**config.mk**
```make
export PLATFORM = sky130hd
export DESIGN_NAME = adc_channel_scan_vref_ratiometric
export DESIGN_NICKNAME = d
export VERILOG_FILES = /design/src/rtl/core/adcscan_pkg.sv /design/src/rtl/core/adc_channel_scan_vref_ratiometric.sv
export SDC_FILE = /design/constraint.sdc
export NUM_CORES = 2
export LEC_CHECK = 0
export ABC_CLOCK_PERIOD_IN_PS = 22200
export BUFFER_PORTS_ARGS = -buffer_cell sky130_fd_sc_hd__buf_2
export CAP_MARGIN = 10
export CORE_ASPECT_RATIO = 1.5
export CORE_UTILIZATION = 56
export DETAILED_ROUTE_END_ITERATION = 16
export PLACE_DENSITY = 0.69
export SKIP_CTS_REPAIR_TIMING = 1
export SLEW_MARGIN = 20
export SYNTH_ARGS = -nofsm -noshare
export SYNTH_HDL_FRONTEND = slang
export SYNTH_SLANG_ARGS = --single-unit
```
**constraint.sdc**
```tcl
create_clock -name clk -period 22.2 [get_ports clk]
set_input_delay 6.66 -clock clk [delete_from_list [all_inputs] [get_ports clk]]
set_output_delay 6.66 -clock clk [all_outputs]
set_load 0.005 [all_outputs]
```
**src/rtl/core/adcscan_pkg.sv**
```systemverilog
package adcscan_pkg;

    // configuration port
    localparam int CFG_ADDR_W = 3;
    localparam int CFG_DATA_W = 14;

    localparam logic [CFG_ADDR_W-1:0] REG_REFERENCE_MV = 3'd0;
    localparam logic [CFG_ADDR_W-1:0] REG_BATTERY_RATIO = 3'd1;
    localparam logic [CFG_ADDR_W-1:0] REG_RAIL_RATIO = 3'd2;
    localparam logic [CFG_ADDR_W-1:0] REG_SENSOR_OFFSET = 3'd3;
    localparam logic [CFG_ADDR_W-1:0] REG_SENSOR_SLOPE = 3'd4;

    localparam int REF_MV_W = 11;
    localparam int BAT_RATIO_W = 4;
    localparam int RAIL_RATIO_W = 5;
    localparam int OFFSET_W = 11;
    localparam int SLOPE_W = 14;

    localparam logic [REF_MV_W-1:0] REF_MV_RST = 11'd1200;
    localparam logic [BAT_RATIO_W-1:0] BAT_RATIO_RST = 4'd4;
    localparam logic [RAIL_RATIO_W-1:0] RAIL_RATIO_RST = 5'd11;
    localparam logic [OFFSET_W-1:0] OFFSET_RST = 11'd750;
    localparam logic [SLOPE_W-1:0] SLOPE_RST = 14'd2750;

    // channels and scan phases (phase n works on channel n-1)
    localparam int CH_W = 3;
    localparam int CH_COUNT = 5;
    localparam logic [CH_W-1:0] CH_REF = 3'd0;
    localparam logic [CH_W-1:0] CH_BAT = 3'd1;
    localparam logic [CH_W-1:0] CH_RAIL8 = 3'd2;
    localparam logic [CH_W-1:0] CH_RAIL12 = 3'd3;
    localparam logic [CH_W-1:0] CH_TEMP = 3'd4;

    localparam int PH_W = 3;
    localparam logic [PH_W-1:0] PH_IDLE = 3'd0;
    localparam logic [PH_W-1:0] PH_FIRST = 3'd1;
    localparam logic [PH_W-1:0] PH_LAST = 3'd5;
    localparam int PH_COUNT = 6;

    // result formats
    localparam int MV_W = 16;
    localparam int TEMP_W = 16;
    localparam logic [MV_W-1:0] VOLT_MAX = 16'hFFFF;
    localparam logic [TEMP_W-1:0] TEMP_MAX = 16'h7FFF;
    localparam logic [TEMP_W-1:0] TEMP_MIN = 16'h8000;
    localparam int OUT_DATA_W = 72;
    localparam int OUT_USER_W = 2;

    // m_tdata and m_tuser layout
    localparam int OUT_START_BIT = 0;
    localparam int OUT_CHAN_LSB = 1;
    localparam int OUT_BAT_LSB = 4;
    localparam int OUT_ZERO_BIT = 68;
    localparam int OUT_SEL_BIT = 0;
    localparam int OUT_REP_BIT = 1;

    // arithmetic
    localparam int QUO_BITS = 17;
    localparam int DIV_CNT_W = 5;
    localparam int SCALE_W = 17;
    localparam logic [SCALE_W-1:0] TEMP_SCALE = 17'd100000;
    localparam logic [QUO_BITS-1:0] TEMP_CAP = 17'd100000;
    localparam int TEMP_BIAS = 2500;

    // microcode
    typedef enum logic [3:0] {
        OP_CHKZ,
        OP_MUL,
        OP_LDV,
        OP_LDDEN,
        OP_LDT1,
        OP_DIFF,
        OP_LDTN,
        OP_DIV,
        OP_STV,
        OP_STT,
        OP_END
    } uop_t;

    typedef enum logic [2:0] {
        A_RAW_BAT,
        A_RAW_R8,
        A_RAW_R12,
        A_RAW_T,
        A_REF,
        A_PROD,
        A_MAG
    } asel_t;

    typedef enum logic [2:0] {
        B_BAT,
        B_RAIL,
        B_VREF,
        B_OFFSET,
        B_SLOPE,
        B_SCALE
    } bsel_t;

    typedef enum logic [1:0] {
        D_BAT,
        D_R8,
        D_R12
    } dst_t;

    localparam int PC_W = 5;
    localparam int PROG_LEN = 27;
    localparam logic [PC_W-1:0] NO_JUMP = 5'd0;
    localparam logic [PC_W-1:0] PC_END = 5'd26;

    typedef struct packed {
        uop_t op;
        asel_t asel;
        bsel_t bsel;
        dst_t dst;
        logic [PC_W-1:0] target;
    } ucode_t;

    localparam ucode_t UCODE [PROG_LEN] = '{
        '{OP_CHKZ, A_REF,     B_VREF,   D_BAT, PC_END},   // zero reference: skip to end
        '{OP_MUL,  A_RAW_BAT, B_BAT,    D_BAT, NO_JUMP},
        '{OP_MUL,  A_PROD,    B_VREF,   D_BAT, NO_JUMP},
        '{OP_LDV,  A_REF,     B_VREF,   D_BAT, NO_JUMP},
        '{OP_DIV,  A_REF,     B_VREF,   D_BAT, NO_JUMP},
        '{OP_STV,  A_REF,     B_VREF,   D_BAT, NO_JUMP},
        '{OP_MUL,  A_RAW_R8,  B_RAIL,   D_BAT, NO_JUMP},
        '{OP_MUL,  A_PROD,    B_VREF,   D_BAT, NO_JUMP},
        '{OP_LDV,  A_REF,     B_VREF,   D_BAT, NO_JUMP},
        '{OP_DIV,  A_REF,     B_VREF,   D_BAT, NO_JUMP},
        '{OP_STV,  A_REF,     B_VREF,   D_R8,  NO_JUMP},
        '{OP_MUL,  A_RAW_R12, B_RAIL,   D_BAT, NO_JUMP},
        '{OP_MUL,  A_PROD,    B_VREF,   D_BAT, NO_JUMP},
        '{OP_LDV,  A_REF,     B_VREF,   D_BAT, NO_JUMP},
        '{OP_DIV,  A_REF,     B_VREF,   D_BAT, NO_JUMP},
        '{OP_STV,  A_REF,     B_VREF,   D_R12, NO_JUMP},
        '{OP_MUL,  A_REF,     B_SLOPE,  D_BAT, NO_JUMP},
        '{OP_LDDEN, A_REF,    B_VREF,   D_BAT, NO_JUMP},
        '{OP_MUL,  A_RAW_T,   B_VREF,   D_BAT, NO_JUMP},
        '{OP_LDT1, A_REF,     B_VREF,   D_BAT, NO_JUMP},
        '{OP_MUL,  A_REF,     B_OFFSET, D_BAT, NO_JUMP},
        '{OP_DIFF, A_REF,     B_VREF,   D_BAT, NO_JUMP},
        '{OP_MUL,  A_MAG,     B_SCALE,  D_BAT, NO_JUMP},
        '{OP_LDTN, A_REF,     B_VREF,   D_BAT, NO_JUMP},
        '{OP_DIV,  A_REF,     B_VREF,   D_BAT, NO_JUMP},
        '{OP_STT,  A_REF,     B_VREF,   D_BAT, NO_JUMP},
        '{OP_END,  A_REF,     B_VREF,   D_BAT, NO_JUMP}
    };

endpackage

```
**src/rtl/core/adc_channel_scan_vref_ratiometric.sv**
```systemverilog
// Five-channel converter scan sequencer. One input word arrives per millisecond tick and
// produces exactly one output word. The scan order is reference, battery, 8 V rail, 12 V rail,
// temperature: after each channel selection the next word asks for a conversion, later words
// wait for conversion_done, store the sample and select the next channel. When the temperature
// sample is stored the output word also carries the battery and rail voltages in mV and the
// temperature in hundredths of a degree, all computed as ratios against the reference sample
// and saturated; a zero reference sample reports full scale and sets reference_zero.
// An ordinary word holds off new words until the output register is free. The word that
// closes a scan first runs a 27-step microprogram over one shared multiplier and a 17-step
// restoring divider, used four times; an overflowing quotient saturates at once and a zero
// reference sample skips to the end. The output register is separate from the input side, so
// a new word is accepted while a finished result still waits for m_tready. Configuration must
// be written through cfg_we/cfg_addr/cfg_wdata only while idle; the block does not enforce it.
module adc_channel_scan_vref_ratiometric #(
    parameter int SAMPLE_BITS = 12
) (
    input  logic                                   clk,
    input  logic                                   rst_n,
    // configuration writes
    input  logic                                   cfg_we,
    input  logic [adcscan_pkg::CFG_ADDR_W-1:0]     cfg_addr,
    input  logic [adcscan_pkg::CFG_DATA_W-1:0]     cfg_wdata,
    // input words
    input  logic                                   s_tvalid,
    output logic                                   s_tready,
    input  logic [((SAMPLE_BITS+7)/8)*8-1:0]       s_tdata,   // sample_value
    input  logic                                   s_tuser,   // conversion_done
    // output words
    output logic                                   m_tvalid,
    input  logic                                   m_tready,
    // start_conversion, channel, battery_mv, rail8_mv, rail12_mv, temp_centideg,
    // reference_zero, zero fill
    output logic [adcscan_pkg::OUT_DATA_W-1:0]     m_tdata,
    output logic [adcscan_pkg::OUT_USER_W-1:0]     m_tuser    // select_channel, report_valid
);
    import adcscan_pkg::*;

    // datapath widths; all but operand b and the temperature sum follow the sample width
    localparam int S_W = SAMPLE_BITS;
    localparam int MA_W = S_W + 11;            // multiplier operand a
    localparam int MB_W = SCALE_W;             // multiplier operand b
    localparam int P_W = MA_W + MB_W;          // product
    localparam int MAG_W = S_W + 11;           // temperature difference magnitude
    localparam int DV_W = S_W + 29;            // dividend
    localparam int DS_W = S_W + 15;            // divisor
    localparam int T_W = QUO_BITS + 2;         // signed temperature sum

    localparam logic signed [T_W-1:0] T_BIAS_S = T_W'(TEMP_BIAS);
    localparam logic signed [T_W-1:0] T_MAX_S = T_W'(32767);
    localparam logic signed [T_W-1:0] T_MIN_S = T_W'(-32768);

    typedef enum logic [1:0] {
        ST_IDLE,
        ST_RUN,
        ST_HOLD
    } state_t;

    // control state
    state_t                   state_reg, state_next;
    logic [PH_W-1:0]          phase_reg, phase_next;
    logic                     await_reg, await_next;
    logic [PC_W-1:0]          pc_reg, pc_next;
    logic                     div_act_reg, div_act_next;
    logic [DIV_CNT_W-1:0]     div_cnt_reg, div_cnt_next;
    logic                     m_tvalid_reg, m_tvalid_next;

    // configuration
    logic [REF_MV_W-1:0]      ref_mv_reg, ref_mv_next;
    logic [BAT_RATIO_W-1:0]   bat_ratio_reg, bat_ratio_next;
    logic [RAIL_RATIO_W-1:0]  rail_ratio_reg, rail_ratio_next;
    logic [OFFSET_W-1:0]      offset_reg, offset_next;
    logic [SLOPE_W-1:0]       slope_reg, slope_next;

    // sample store, one entry per channel, no reset
    logic [S_W-1:0]           raw_mem [CH_COUNT];
    logic                     raw_we;
    logic [CH_W-1:0]          raw_idx;

    // datapath
    logic [P_W-1:0]           prod_reg, prod_next;
    logic [MAG_W-1:0]         t1_reg, t1_next;
    logic [MAG_W-1:0]         mag_reg, mag_next;
    logic                     neg_reg, neg_next;
    logic [DV_W-1:0]          num_reg, num_next;
    logic [DS_W-1:0]          den_reg, den_next;
    logic [DS_W-1:0]          rem_reg, rem_next;
    logic [QUO_BITS-1:0]      quo_reg, quo_next;
    logic [MV_W-1:0]          bat_reg, bat_next;
    logic [MV_W-1:0]          r8_reg, r8_next;
    logic [MV_W-1:0]          r12_reg, r12_next;
    logic [TEMP_W-1:0]        temp_reg, temp_next;
    logic                     zero_reg, zero_next;

    // pending result of the current word
    logic                     p_start_reg, p_start_next;
    logic                     p_sel_reg, p_sel_next;
    logic [CH_W-1:0]          p_chan_reg, p_chan_next;
    logic                     p_rep_reg, p_rep_next;

    logic [OUT_DATA_W-1:0]    m_tdata_reg, m_tdata_next;
    logic [OUT_USER_W-1:0]    m_tuser_reg, m_tuser_next;

    // combinational helpers
    ucode_t                   uw;
    logic                     s_accept;
    logic                     out_free;
    logic                     out_load;
    logic [S_W-1:0]           sample;
    logic [S_W-1:0]           refv;
    logic                     phase_valid;
    logic [PH_W:0]            phase_inc;
    logic [PH_W-1:0]          phase_succ;
    logic [SLOPE_W-1:0]       slope_eff;
    logic [MA_W-1:0]          mul_a;
    logic [MB_W-1:0]          mul_b;
    logic [P_W-1:0]           product;
    logic                     div_ovf;
    logic [DS_W:0]            div_trial;
    logic                     div_ge;
    logic [DS_W-1:0]          div_rem;
    logic [MV_W-1:0]          volt_sat;
    logic [QUO_BITS-1:0]      temp_q;
    logic signed [T_W-1:0]    temp_qs;
    logic signed [T_W-1:0]    temp_sum;
    logic [TEMP_W-1:0]        temp_sat;

    assign uw = UCODE[pc_reg];
    assign s_tready = (state_reg == ST_IDLE);
    assign s_accept = s_tvalid && s_tready;
    assign out_free = !m_tvalid_reg || m_tready;
    assign out_load = (state_reg == ST_HOLD) && out_free;
    assign sample = s_tdata[S_W-1:0];
    assign refv = raw_mem[CH_REF];
    assign slope_eff = (slope_reg == '0) ? SLOPE_W'(1) : slope_reg;

    // next phase: (phase + 1) mod 6, never idle
    assign phase_valid = (phase_reg >= PH_FIRST) && (phase_reg <= PH_LAST);
    always_comb
    begin
        phase_inc = {1'b0, phase_reg} + (PH_W+1)'(1);
        if (phase_inc >= (PH_W+1)'(PH_COUNT))
        begin
            phase_inc = phase_inc - (PH_W+1)'(PH_COUNT);
        end
        if (phase_inc == '0)
        begin
            phase_inc = (PH_W+1)'(PH_FIRST);
        end
        phase_succ = phase_inc[PH_W-1:0];
    end

    // shared multiplier operands
    always_comb
    begin
        case (uw.asel)
            A_RAW_BAT: mul_a = MA_W'(raw_mem[CH_BAT]);
            A_RAW_R8:  mul_a = MA_W'(raw_mem[CH_RAIL8]);
            A_RAW_R12: mul_a = MA_W'(raw_mem[CH_RAIL12]);
            A_RAW_T:   mul_a = MA_W'(raw_mem[CH_TEMP]);
            A_REF:     mul_a = MA_W'(refv);
            A_PROD:    mul_a = prod_reg[MA_W-1:0];
            A_MAG:     mul_a = mag_reg;
            default:   mul_a = '0;
        endcase
        case (uw.bsel)
            B_BAT:    mul_b = MB_W'(bat_ratio_reg);
            B_RAIL:   mul_b = MB_W'(rail_ratio_reg);
            B_VREF:   mul_b = MB_W'(ref_mv_reg);
            B_OFFSET: mul_b = MB_W'(offset_reg);
            B_SLOPE:  mul_b = MB_W'(slope_eff);
            B_SCALE:  mul_b = TEMP_SCALE;
            default:  mul_b = '0;
        endcase
    end
    assign product = mul_a * mul_b;

    // restoring divider, one quotient bit per cycle
    assign div_ovf = DS_W'(num_reg[DV_W-1:QUO_BITS]) >= den_reg;
    assign div_trial = {rem_reg, num_reg[QUO_BITS-1]};
    assign div_ge = div_trial >= {1'b0, den_reg};
    assign div_rem = div_ge ? DS_W'(div_trial - {1'b0, den_reg}) : div_trial[DS_W-1:0];

    // result saturation
    assign volt_sat = quo_reg[QUO_BITS-1] ? VOLT_MAX : quo_reg[MV_W-1:0];
    assign temp_q = (quo_reg > TEMP_CAP) ? TEMP_CAP : quo_reg;
    assign temp_qs = T_W'(temp_q);
    assign temp_sum = neg_reg ? (T_BIAS_S - temp_qs) : (T_BIAS_S + temp_qs);
    always_comb
    begin
        if (temp_sum > T_MAX_S)
        begin
            temp_sat = TEMP_MAX;
        end
        else if (temp_sum < T_MIN_S)
        begin
            temp_sat = TEMP_MIN;
        end
        else
        begin
            temp_sat = temp_sum[TEMP_W-1:0];
        end
    end

    // next-state logic: configuration writes, tick handling, microcode engine, output register
    always_comb
    begin
        state_next = state_reg;
        phase_next = phase_reg;
        await_next = await_reg;
        pc_next = pc_reg;
        div_act_next = div_act_reg;
        div_cnt_next = div_cnt_reg;
        m_tvalid_next = m_tvalid_reg;
        ref_mv_next = ref_mv_reg;
        bat_ratio_next = bat_ratio_reg;
        rail_ratio_next = rail_ratio_reg;
        offset_next = offset_reg;
        slope_next = slope_reg;
        raw_we = 1'b0;
        raw_idx = CH_W'(phase_reg - PH_FIRST);
        prod_next = prod_reg;
        t1_next = t1_reg;
        mag_next = mag_reg;
        neg_next = neg_reg;
        num_next = num_reg;
        den_next = den_reg;
        rem_next = rem_reg;
        quo_next = quo_reg;
        bat_next = bat_reg;
        r8_next = r8_reg;
        r12_next = r12_reg;
        temp_next = temp_reg;
        zero_next = zero_reg;
        p_start_next = p_start_reg;
        p_sel_next = p_sel_reg;
        p_chan_next = p_chan_reg;
        p_rep_next = p_rep_reg;
        m_tdata_next = m_tdata_reg;
        m_tuser_next = m_tuser_reg;

        if (cfg_we)
        begin
            case (cfg_addr)
                REG_REFERENCE_MV:  ref_mv_next = cfg_wdata[REF_MV_W-1:0];
                REG_BATTERY_RATIO: bat_ratio_next = cfg_wdata[BAT_RATIO_W-1:0];
                REG_RAIL_RATIO:    rail_ratio_next = cfg_wdata[RAIL_RATIO_W-1:0];
                REG_SENSOR_OFFSET: offset_next = cfg_wdata[OFFSET_W-1:0];
                REG_SENSOR_SLOPE:  slope_next = cfg_wdata[SLOPE_W-1:0];
                default:           ;
            endcase
        end

        case (state_reg)
            ST_IDLE:
            begin
                if (s_accept)
                begin
                    p_start_next = 1'b0;
                    p_sel_next = 1'b0;
                    p_chan_next = CH_REF;
                    p_rep_next = 1'b0;
                    state_next = ST_HOLD;
                    if (await_reg)
                    begin
                        // start word for the channel just selected
                        await_next = 1'b0;
                        p_start_next = 1'b1;
                        p_chan_next = phase_valid ? CH_W'(phase_reg - PH_FIRST) : CH_REF;
                    end
                    else if ((phase_reg != PH_IDLE) && !s_tuser)
                    begin
                        // still converting: all-zero word
                    end
                    else
                    begin
                        raw_we = phase_valid;
                        phase_next = phase_succ;
                        await_next = 1'b1;
                        p_sel_next = 1'b1;
                        p_chan_next = CH_W'(phase_succ - PH_FIRST);
                        if (phase_reg == PH_LAST)
                        begin
                            p_rep_next = 1'b1;
                            pc_next = '0;
                            state_next = ST_RUN;
                        end
                    end
                end
            end

            ST_RUN:
            begin
                case (uw.op)
                    OP_CHKZ:
                    begin
                        if (refv == '0)
                        begin
                            zero_next = 1'b1;
                            bat_next = VOLT_MAX;
                            r8_next = VOLT_MAX;
                            r12_next = VOLT_MAX;
                            temp_next = TEMP_MAX;
                            pc_next = uw.target;
                        end
                        else
                        begin
                            zero_next = 1'b0;
                            pc_next = pc_reg + PC_W'(1);
                        end
                    end
                    OP_MUL:
                    begin
                        prod_next = product;
                        pc_next = pc_reg + PC_W'(1);
                    end
                    OP_LDV:
                    begin
                        // round half up: (n + r/2) / r
                        num_next = DV_W'(prod_reg) + DV_W'(refv >> 1);
                        den_next = DS_W'(refv);
                        pc_next = pc_reg + PC_W'(1);
                    end
                    OP_LDDEN:
                    begin
                        den_next = {prod_reg[DS_W-2:0], 1'b0};
                        pc_next = pc_reg + PC_W'(1);
                    end
                    OP_LDT1:
                    begin
                        t1_next = prod_reg[MAG_W-1:0];
                        pc_next = pc_reg + PC_W'(1);
                    end
                    OP_DIFF:
                    begin
                        if (t1_reg < prod_reg[MAG_W-1:0])
                        begin
                            neg_next = 1'b1;
                            mag_next = prod_reg[MAG_W-1:0] - t1_reg;
                        end
                        else
                        begin
                            neg_next = 1'b0;
                            mag_next = t1_reg - prod_reg[MAG_W-1:0];
                        end
                        pc_next = pc_reg + PC_W'(1);
                    end
                    OP_LDTN:
                    begin
                        // (2m + d) / 2d rounds m/d half away from zero on the magnitude
                        num_next = {prod_reg[DV_W-2:0], 1'b0} + DV_W'(den_reg >> 1);
                        pc_next = pc_reg + PC_W'(1);
                    end
                    OP_DIV:
                    begin
                        if (!div_act_reg)
                        begin
                            if (div_ovf)
                            begin
                                quo_next = '1;
                                pc_next = pc_reg + PC_W'(1);
                            end
                            else
                            begin
                                rem_next = DS_W'(num_reg[DV_W-1:QUO_BITS]);
                                quo_next = '0;
                                div_act_next = 1'b1;
                                div_cnt_next = DIV_CNT_W'(QUO_BITS);
                            end
                        end
                        else
                        begin
                            rem_next = div_rem;
                            quo_next = {quo_reg[QUO_BITS-2:0], div_ge};
                            num_next = num_reg << 1;
                            div_cnt_next = div_cnt_reg - DIV_CNT_W'(1);
                            if (div_cnt_reg == DIV_CNT_W'(1))
                            begin
                                div_act_next = 1'b0;
                                pc_next = pc_reg + PC_W'(1);
                            end
                        end
                    end
                    OP_STV:
                    begin
                        case (uw.dst)
                            D_BAT:   bat_next = volt_sat;
                            D_R8:    r8_next = volt_sat;
                            D_R12:   r12_next = volt_sat;
                            default: ;
                        endcase
                        pc_next = pc_reg + PC_W'(1);
                    end
                    OP_STT:
                    begin
                        temp_next = temp_sat;
                        pc_next = pc_reg + PC_W'(1);
                    end
                    OP_END:
                    begin
                        state_next = ST_HOLD;
                    end
                    default:
                    begin
                        state_next = ST_HOLD;
                    end
                endcase
            end

            ST_HOLD:
            begin
                if (out_free)
                begin
                    state_next = ST_IDLE;
                end
            end

            default:
            begin
                state_next = ST_IDLE;
            end
        endcase

        // output register
        if (out_load)
        begin
            m_tvalid_next = 1'b1;
            m_tdata_next = OUT_DATA_W'({
                p_rep_reg & zero_reg,
                p_rep_reg ? temp_reg : '0,
                p_rep_reg ? r12_reg : '0,
                p_rep_reg ? r8_reg : '0,
                p_rep_reg ? bat_reg : '0,
                p_chan_reg,
                p_start_reg
            });
            m_tuser_next = {p_rep_reg, p_sel_reg};
        end
        else if (m_tready)
        begin
            m_tvalid_next = 1'b0;
        end
    end

    // control state and configuration
    always_ff @(posedge clk or negedge rst_n)
    begin
        if (!rst_n)
        begin
            state_reg <= ST_IDLE;
            phase_reg <= PH_IDLE;
            await_reg <= 1'b0;
            pc_reg <= '0;
            div_act_reg <= 1'b0;
            div_cnt_reg <= '0;
            m_tvalid_reg <= 1'b0;
            ref_mv_reg <= REF_MV_RST;
            bat_ratio_reg <= BAT_RATIO_RST;
            rail_ratio_reg <= RAIL_RATIO_RST;
            offset_reg <= OFFSET_RST;
            slope_reg <= SLOPE_RST;
        end
        else
        begin
            state_reg <= state_next;
            phase_reg <= phase_next;
            await_reg <= await_next;
            pc_reg <= pc_next;
            div_act_reg <= div_act_next;
            div_cnt_reg <= div_cnt_next;
            m_tvalid_reg <= m_tvalid_next;
            ref_mv_reg <= ref_mv_next;
            bat_ratio_reg <= bat_ratio_next;
            rail_ratio_reg <= rail_ratio_next;
            offset_reg <= offset_next;
            slope_reg <= slope_next;
        end
    end

    // payload registers, no reset
    always_ff @(posedge clk)
    begin
        if (raw_we)
        begin
            raw_mem[raw_idx] <= sample;
        end
        prod_reg <= prod_next;
        t1_reg <= t1_next;
        mag_reg <= mag_next;
        neg_reg <= neg_next;
        num_reg <= num_next;
        den_reg <= den_next;
        rem_reg <= rem_next;
        quo_reg <= quo_next;
        bat_reg <= bat_next;
        r8_reg <= r8_next;
        r12_reg <= r12_next;
        temp_reg <= temp_next;
        zero_reg <= zero_next;
        p_start_reg <= p_start_next;
        p_sel_reg <= p_sel_next;
        p_chan_reg <= p_chan_next;
        p_rep_reg <= p_rep_next;
        m_tdata_reg <= m_tdata_next;
        m_tuser_reg <= m_tuser_next;
    end

    assign m_tvalid = m_tvalid_reg;
    assign m_tdata = m_tdata_reg;
    assign m_tuser = m_tuser_reg;

    // a report always comes with the selection of the reference channel
    a_report_selects_ref: assert property (@(posedge clk) disable iff (!rst_n)
        (m_tvalid && m_tuser[OUT_REP_BIT]) |->
        (m_tuser[OUT_SEL_BIT] && (m_tdata[OUT_CHAN_LSB +: CH_W] == CH_REF)))
        else $error("report word without reference channel selection");

    // a word never both starts a conversion and selects a channel
    a_start_or_select: assert property (@(posedge clk) disable iff (!rst_n)
        m_tvalid |-> !(m_tdata[OUT_START_BIT] && m_tuser[OUT_SEL_BIT]))
        else $error("start and select in the same word");

    // the divider only iterates under a divide step of the running program
    a_div_in_div_step: assert property (@(posedge clk) disable iff (!rst_n)
        div_act_reg |-> ((state_reg == ST_RUN) && (uw.op == OP_DIV)))
        else $error("divider active outside a divide step");

    // zero reference forces saturated voltages in a report
    a_zero_ref_sat: assert property (@(posedge clk) disable iff (!rst_n)
        (m_tvalid && m_tdata[OUT_ZERO_BIT]) |->
        (m_tuser[OUT_REP_BIT] && (m_tdata[OUT_BAT_LSB +: MV_W] == VOLT_MAX)))
        else $error("reference_zero without saturated report");

endmodule

```
==> qor.txt <==
Worst hold endpoint - m_tdata[1]
Final worst slack - 11850 ps
R2R depth - 27
Maximum Capacitance Violations - 0
Ports - 115
Slew Limit Fails - 0
Critical path fanouts, max - 30
Number of global-route vias before repair - 29.7k
RR Endpoint - prod_reg[39]
RSZ-0062 raised after global routing - no
Initial antenna violation count - 0
Post-synth EDFFs - 401
FMAX - 0.0966 GHz
Gate Count Post-Synth - 3853
Cell row count - 117
Data required, critical path - 22550 ps
Worst-Skew Late Latency - 620 ps
CTS HTree Levels - 2
Main synth FF type - edfxtp_1
Share of cells above drive strength 1 - 0.101
Clk buf depth - 3
Placed inst area - 40200 um2
Final HPWL DP - 76700 um
Synth cell count leaders - inv_1, edfxtp_1, nand2_1, fa_1, ha_1
Die footprint - 70300 um2
Worst-Margin Slew - 1050 ps
Hold path depth - 0
Status - completed
Top post-synthesis cells by area - edfxtp_1, fa_1, ha_1
Reg clk slew, reported paths - 70 ps
Layout net count - 4521
Grt total ovfl - 0
Post-synthesis cell type with the largest combined area - edfxtp_1
Critical path launch point type - flip-flop
First-pass GRT wire length - 158000 um
Initial core utilization - 0.568
Worst r2r src - pc_reg[3]
Hold path start - p_chan_reg[0]
ANT nets after route - 0
Number of flip-flops in the largest register - 69
# port buffers - 107
Tot GR Track Use - 0.288
Most used cell, CP - fa_1
Gp weighted congestion - 0.921
Slowest CP cell - o31a_1
R2R Setup Slk - 11850 ps
Chip height - 324 um
WHS - 416 ps
DRC Markers - 0
Drt pass-1 iters - 6
Register area share after synthesis - 0.352
Post-synthesis async set-or-reset flop share - 0.136
Mapped Area - 38700 um2
Post-synth top area share - 0.311
Synth-to-Final Area Change - 7.89%
CP peak stage delay - 780 ps
Total Wirelength - 98700 um
Hold Path Class - flip-flop to flip-flop
Largest net degree at the start of global routing - 67
Cell family with most CP delay - adder cells
Most frequent cell after synthesis - inv_1
Unique masters post-synth - 100
DR vias/cell - 5.90
CP Buf/Inv Count - 4
1st-iter DRT viols - 1855
Cts bufs inserted - 47
Setup CP Type - flip-flop to flip-flop
Clock sink count - 464
Die Width - 217 um
Via count - 28.5k
Core box area - 68200 um2
Antenna cells - 0
Post-synthesis register bit count - 464
Final Setup Violations - 0
Min Tclk post-route - 10350 ps
Critical path endpoint category - flip-flop
Mean Syn Cell Area - 10.1 um2
CTS tree - done
Worst Skew - 35.5 ps
Slew HR - 0.302
Mean routed wirelength per cell - 20.4 um
WP data arrival - 10700 ps
Fin area - 41800 um2
Synth warn - 0
Tcrit/Tclk final - 0.466
Hold Violations, Final - 0
Final setup TNS - 0 ps
Place WS - 11980 ps
CTS root buffer - clkbuf_16
[layer usage]
layer / GRT usage / vias to the layer above / part of all wire
met5: 0 / - / 0
met4: 0.166 / 0 / 0.064
met3: 0.0268 / 280 / 0.038
met2: 0.546 / 760 / 0.53
met1: 0.312 / 14093 / 0.37
li1: - / 13371 / -
[worst max path at each step]
stage                          from            to  slack (ps)  cells after the start
after CTS                 pc_reg[3]  prod_reg[38]       11920                     27
final                     pc_reg[3]  prod_reg[39]       11850                     27
after detailed placement  pc_reg[3]  prod_reg[39]       11980                     27
after floorplan            m_tready    m_tdata[0]       11740                      2
after global routing      pc_reg[3]  prod_reg[38]       11250                     27
after global placement    pc_reg[3]  prod_reg[39]       12010                     27
[cell type report]
type,count,area [um2]
Clock buffer,68,1320
Clock inverter,20,229
Fill cell,5881,26400
Inverter,522,1960
Multi-Input combinational cell,2705,22600
Sequential cell,464,13600
Tap cell,892,1120
Timing Repair Buffer,159,923
[cells by family (layout without fill, tap and decap cells)]
kind of cell,count (synthesis),count (layout),synth area share
simple gates,1102,1102,0.138
compound gates,750,750,0.129
buf+inv,686,769,0.0681
fa+ha+maj,584,584,0.246
flops,464,464,0.352
xor+xnor,143,143,0.0323
mux,123,123,0.0343
other cells,1,3,0.0000968
[per-stage QoR]
step / std cells / util
final: 4830 / 0.613
after global routing: 4830 / 0.613
after CTS: 4829 / 0.613
after detailed placement: 4741 / 0.590
after global placement: 4741 / 0.590
after floorplan: 3855 / -
[placed cells by master (no fill, tap or decap), types with 17 or more instances in the layout]
| cell | count |
|---|---|
| mux2_2 | 66 |
| mux2i_1 | 55 |
| dfrtp_1 | 39 |
| o21bai_1 | 17 |
| nor4_1 | 29 |
| ha_1 | 288 |
| nand2b_1 | 48 |
| o211ai_1 | 34 |
| nor2b_1 | 56 |
| o21a_1 | 34 |
| a22oi_1 | 33 |
| a31oi_1 | 49 |
| o21ai_1 | 28 |
| inv_1 | 516 |
| dfstp_2 | 23 |
| a211oi_1 | 22 |
| nand3_1 | 75 |
| nand2_1 | 384 |
| and2_1 | 101 |
| edfxtp_1 | 401 |
| xor2_1 | 55 |
| or3_1 | 19 |
| clkbuf_16 | 48 |
| fa_1 | 295 |
| nor3_1 | 40 |
| a21o_1 | 84 |
| and3_1 | 30 |
| nor2_1 | 212 |
| a21oi_1 | 181 |
| or2_2 | 18 |
| xnor2_1 | 88 |
| o21ai_0 | 104 |
| nand4_1 | 27 |
| buf_4 | 51 |
| buf_2 | 107 |
Power is not shown: default switching activity piles up to over one toggle a cycle in this logic, so the estimate is an artifact.
